### config.mk
export PLATFORM = sky130hd
export DESIGN_NAME = ffa_ram
export DESIGN_NICKNAME = d
export VERILOG_FILES = /design/src/rtl/ffa_ram.sv
export SDC_FILE = /design/constraint.sdc
export NUM_CORES = 1
export LEC_CHECK = 0
export BUFFER_PORTS_ARGS = -buffer_cell sky130_fd_sc_hd__buf_4
export CORE_ASPECT_RATIO = 1.2
export CORE_MARGIN = 3
export CORE_UTILIZATION = 65
export CTS_BUF_LIST = sky130_fd_sc_hd__clkbuf_2 sky130_fd_sc_hd__clkbuf_4 sky130_fd_sc_hd__clkbuf_8
export CTS_CLUSTER_SIZE = 20
export DETAILED_ROUTE_END_ITERATION = 10
export MAX_ROUTING_LAYER = met4
export PLACE_DENSITY = 0.84
export SYNTH_ARGS = -nofsm -noshare
export SYNTH_HDL_FRONTEND = slang
export SYNTH_SLANG_ARGS = --single-unit
### constraint.sdc
create_clock -name aclk -period 3.8 [get_ports aclk]
set_clock_uncertainty 0.05 [all_clocks]
set_input_delay 0.95 -clock aclk [delete_from_list [all_inputs] [get_ports aclk]]
set_output_delay 0.95 -clock aclk [all_outputs]
set_load 0.02 [all_outputs]
### src/rtl/ffa_ram.sv
// Generic simple dual-port RAM: one write port, one read port with a
// registered read. No dependencies.
module ffa_ram #(
    parameter int WIDTH = 8,
    parameter int DEPTH = 16
) (
    input  logic                     aclk,
    input  logic                     we,
    input  logic [$clog2(DEPTH)-1:0] waddr,
    input  logic [WIDTH-1:0]         wdata,
    input  logic                     re,
    input  logic [$clog2(DEPTH)-1:0] raddr,
    output logic [WIDTH-1:0]         rdata
);

    logic [WIDTH-1:0] mem [DEPTH];

    // Write port.
    always_ff @(posedge aclk) begin
        if (we) begin
            mem[waddr] <= wdata;
        end
    end

    // Registered read port.
    always_ff @(posedge aclk) begin
        if (re) begin
            rdata <= mem[raddr];
        end
    end

endmodule

==> flow_summary.toml <==
[outcome]
status = "finished, final reports clean"

[place]
gp_routability_congestion = 0.793
port_buffers = 26
dp_hpwl_mm = 5.76

[global_routing]
grt_use_met1_pct = 33.0
grt_usage_pct = 23.4
grt.overflow.total = 0
grt_pass1_wl_mm = 14.4
gr-usage-met2_pct = 34.6
met3_usage_pct = 6.02
antenna_found_initial = 0
grt_busiest_layer = "met2"
grt_pass1_vias = 2447
grt_max_degree = 33

[critical_path]
crit_arrival_ns = 2.43
rrSetupSlack_ns = 2.28
cp_max_fo = 32
reg2regPathDepth = 3
crit_type = "primary input to flop"
crit_required_ns = 3.92
critPathCaptureType = "flop"
cp-start-kind = "primary input"

[sta]
grt_setup_unrepaired = "false"
period_minus_slack_ns = 2.31
slew_headroom_pct = 35.5
period_share_pct = 60.9
maxSlewViolCount = 0
finalSetupViolations = 0
fmax_mhz = 432
setup_tns_ns = 0
finalHoldViolations = 0
tightest_slew_ns = 0.964

[power]
swShare_pct = 20.9
power_density_mw_per_mm2 = 504
p_comb_share_pct = 5.4
peakVddDrop_mv = 0.387
p_leak_nw = 1.93
pwr-share-clk_pct = 37.1
p_switching_mw = 0.616
p_seq_share_pct = 57.5
internal_power_mw = 2.34

[cells_and_area]
fin_nets = 287
n_antenna_cell = 0
drive_gt1_share_pct = 27.4
layout_common_cells = "edfxtp_1 (136), buf_4 (30), mux4_2 (18), clkbuf_8 (17), a22oi_1 (16)"
area_delta_synth_final_pct = 12.0
final_util_pct = 75.6
final_common_cell = "edfxtp_1"

[yosys]
synth_fa_ha_area_share_pct = 0
seq_area_frac_synth_pct = 78.1
ys.warnings.count = 0
synthCells = 229
ys_seq_elements = 136
synth_nets = 248
ys_types = 18
synth-compound-area-share_pct = 2.30
syn-cell-area_mm2 = 0.00523
syn_area_per_cell_um2 = 22.8
synth_xor_xnor_area_share_pct = 0
synth_top_family_by_area = "multiplexers"
synthSimpleGateAreaFrac_pct = 3.14
synth_mux_area_share_pct = 14.8

[detailed_routing]
num_vias = 2393
drt-total-wl_mm = 9.13
dr.pass1.iters = 4
drt_first_iter_violations = 322
viasPerCell = 6.42
wl_per_cell_um = 24.5
antenna_left = 0
drcViolationCount = 0

[floorplan]
die_width_um = 87.9
num_io_pins = 27
die_h_um = 104
rows = 35
core_mm2 = 0.00775
dieArea_mm2 = 0.00916
initial_core_util_pct = 67.4

[clock_network]
cts.clk_slew.worst_paths_ns = 0.07
cts_root_buf = "clkbuf_8"
cts-resized-gates = 0
cts_hold_buf = 0
cts.sinks = 136
clk_latency_ns = 0.42
cts_tree = "built"
cts_buffers = 17
htreeDepth = 4
postCtsSetupBuffers = 0
cts_buffer_depth = 2

[hold_path]
hold_depth = 3
hold_path_class = "flop to flop"

[flow_run]
cap_violations = 0
registers in the layout, indices dropped and copies added, names as in the netlist:
| register | count |
|---|---|
| mem | 128 |
| rdata | 8 |
critical path, stage by stage:
cell     delay [ns]
buf_4          0.48
mux4_1         0.63
a22oi_1        0.27
nand2_1        0.08
metrics by stage:
step	setup slack, ns	std cells	power (mW)	area [µm²]	hold WS [ns]
final	1.49	373	2.95	5860	0.699
after global placement	1.06	341	1.88	5480	0.674
after floorplan	1.31	229	1.82	5230	0.655
after detailed placement	1.03	341	1.89	5480	0.692
after global routing	1.39	373	3.05	5860	0.746
after CTS	1.49	373	2.97	5860	0.700
power groups by stage:
stage	Sequential [mW]	Combinational, mW	Clock [mW]
2_1_floorplan	1.74	0.0853	0
3_3_place_gp	1.73	0.155	0
3_5_place_dp	1.73	0.161	0
4_1_cts	1.70	0.161	1.11
5_1_grt	1.70	0.173	1.18
6_report	1.70	0.160	1.10
worst paths after layout:
check / start / to
worst min-delay path: mem[15][2] / rdata[2]
worst min register to register: mem[15][2] / rdata[2]
worst max-delay path: raddr[0] / rdata[2]
worst max register to register: mem[3][2] / rdata[2]
layer usage:
metal | part of all wire (%) | up-vias | routed length [µm]
li1 | - | 1060 | -
met1 | 41 | 1239 | 3720
met2 | 53 | 88 | 4810
met3 | 5.9 | 6 | 542
met4 | 0.70 | 0 | 64
met5 | 0 | - | 0
cells in the mapped netlist:
cell,count,area (µm²)
nor2b_1,1,6.26
buf_2,3,15.0
or3b_2,1,8.76
buf_4,1,7.51
and2b_1,1,7.51
a22oi_1,16,120
nand2b_1,2,12.5
nand3_1,1,5.00
clkdlybuf4s25_2,3,30.0
and2_1,1,6.26
nor3_1,4,20.0
nor2_1,13,48.8
mux4_2,18,405
nand2_1,9,33.8
nand3b_1,2,15.0
mux4_1,14,368
buf_6,3,33.8
edfxtp_1,136,4080
final cells by class:
type	instances	area [µm²]
clock buffers	18	241
clock inverters	14	134
fillers	411	1890
multi-input cells	83	1060
flip-flops and latches	136	4080
well taps	92	115
repair buffers	30	225
logic make-up (layout without fill, tap and decap cells):
group | Yosys count | count (layout)
compound gates | 16 | 16
buf+inv | 10 | 62
mux | 32 | 32
flops | 136 | 136
simple gates | 35 | 35
No activity file was read; power rests on OpenSTA's default activity.
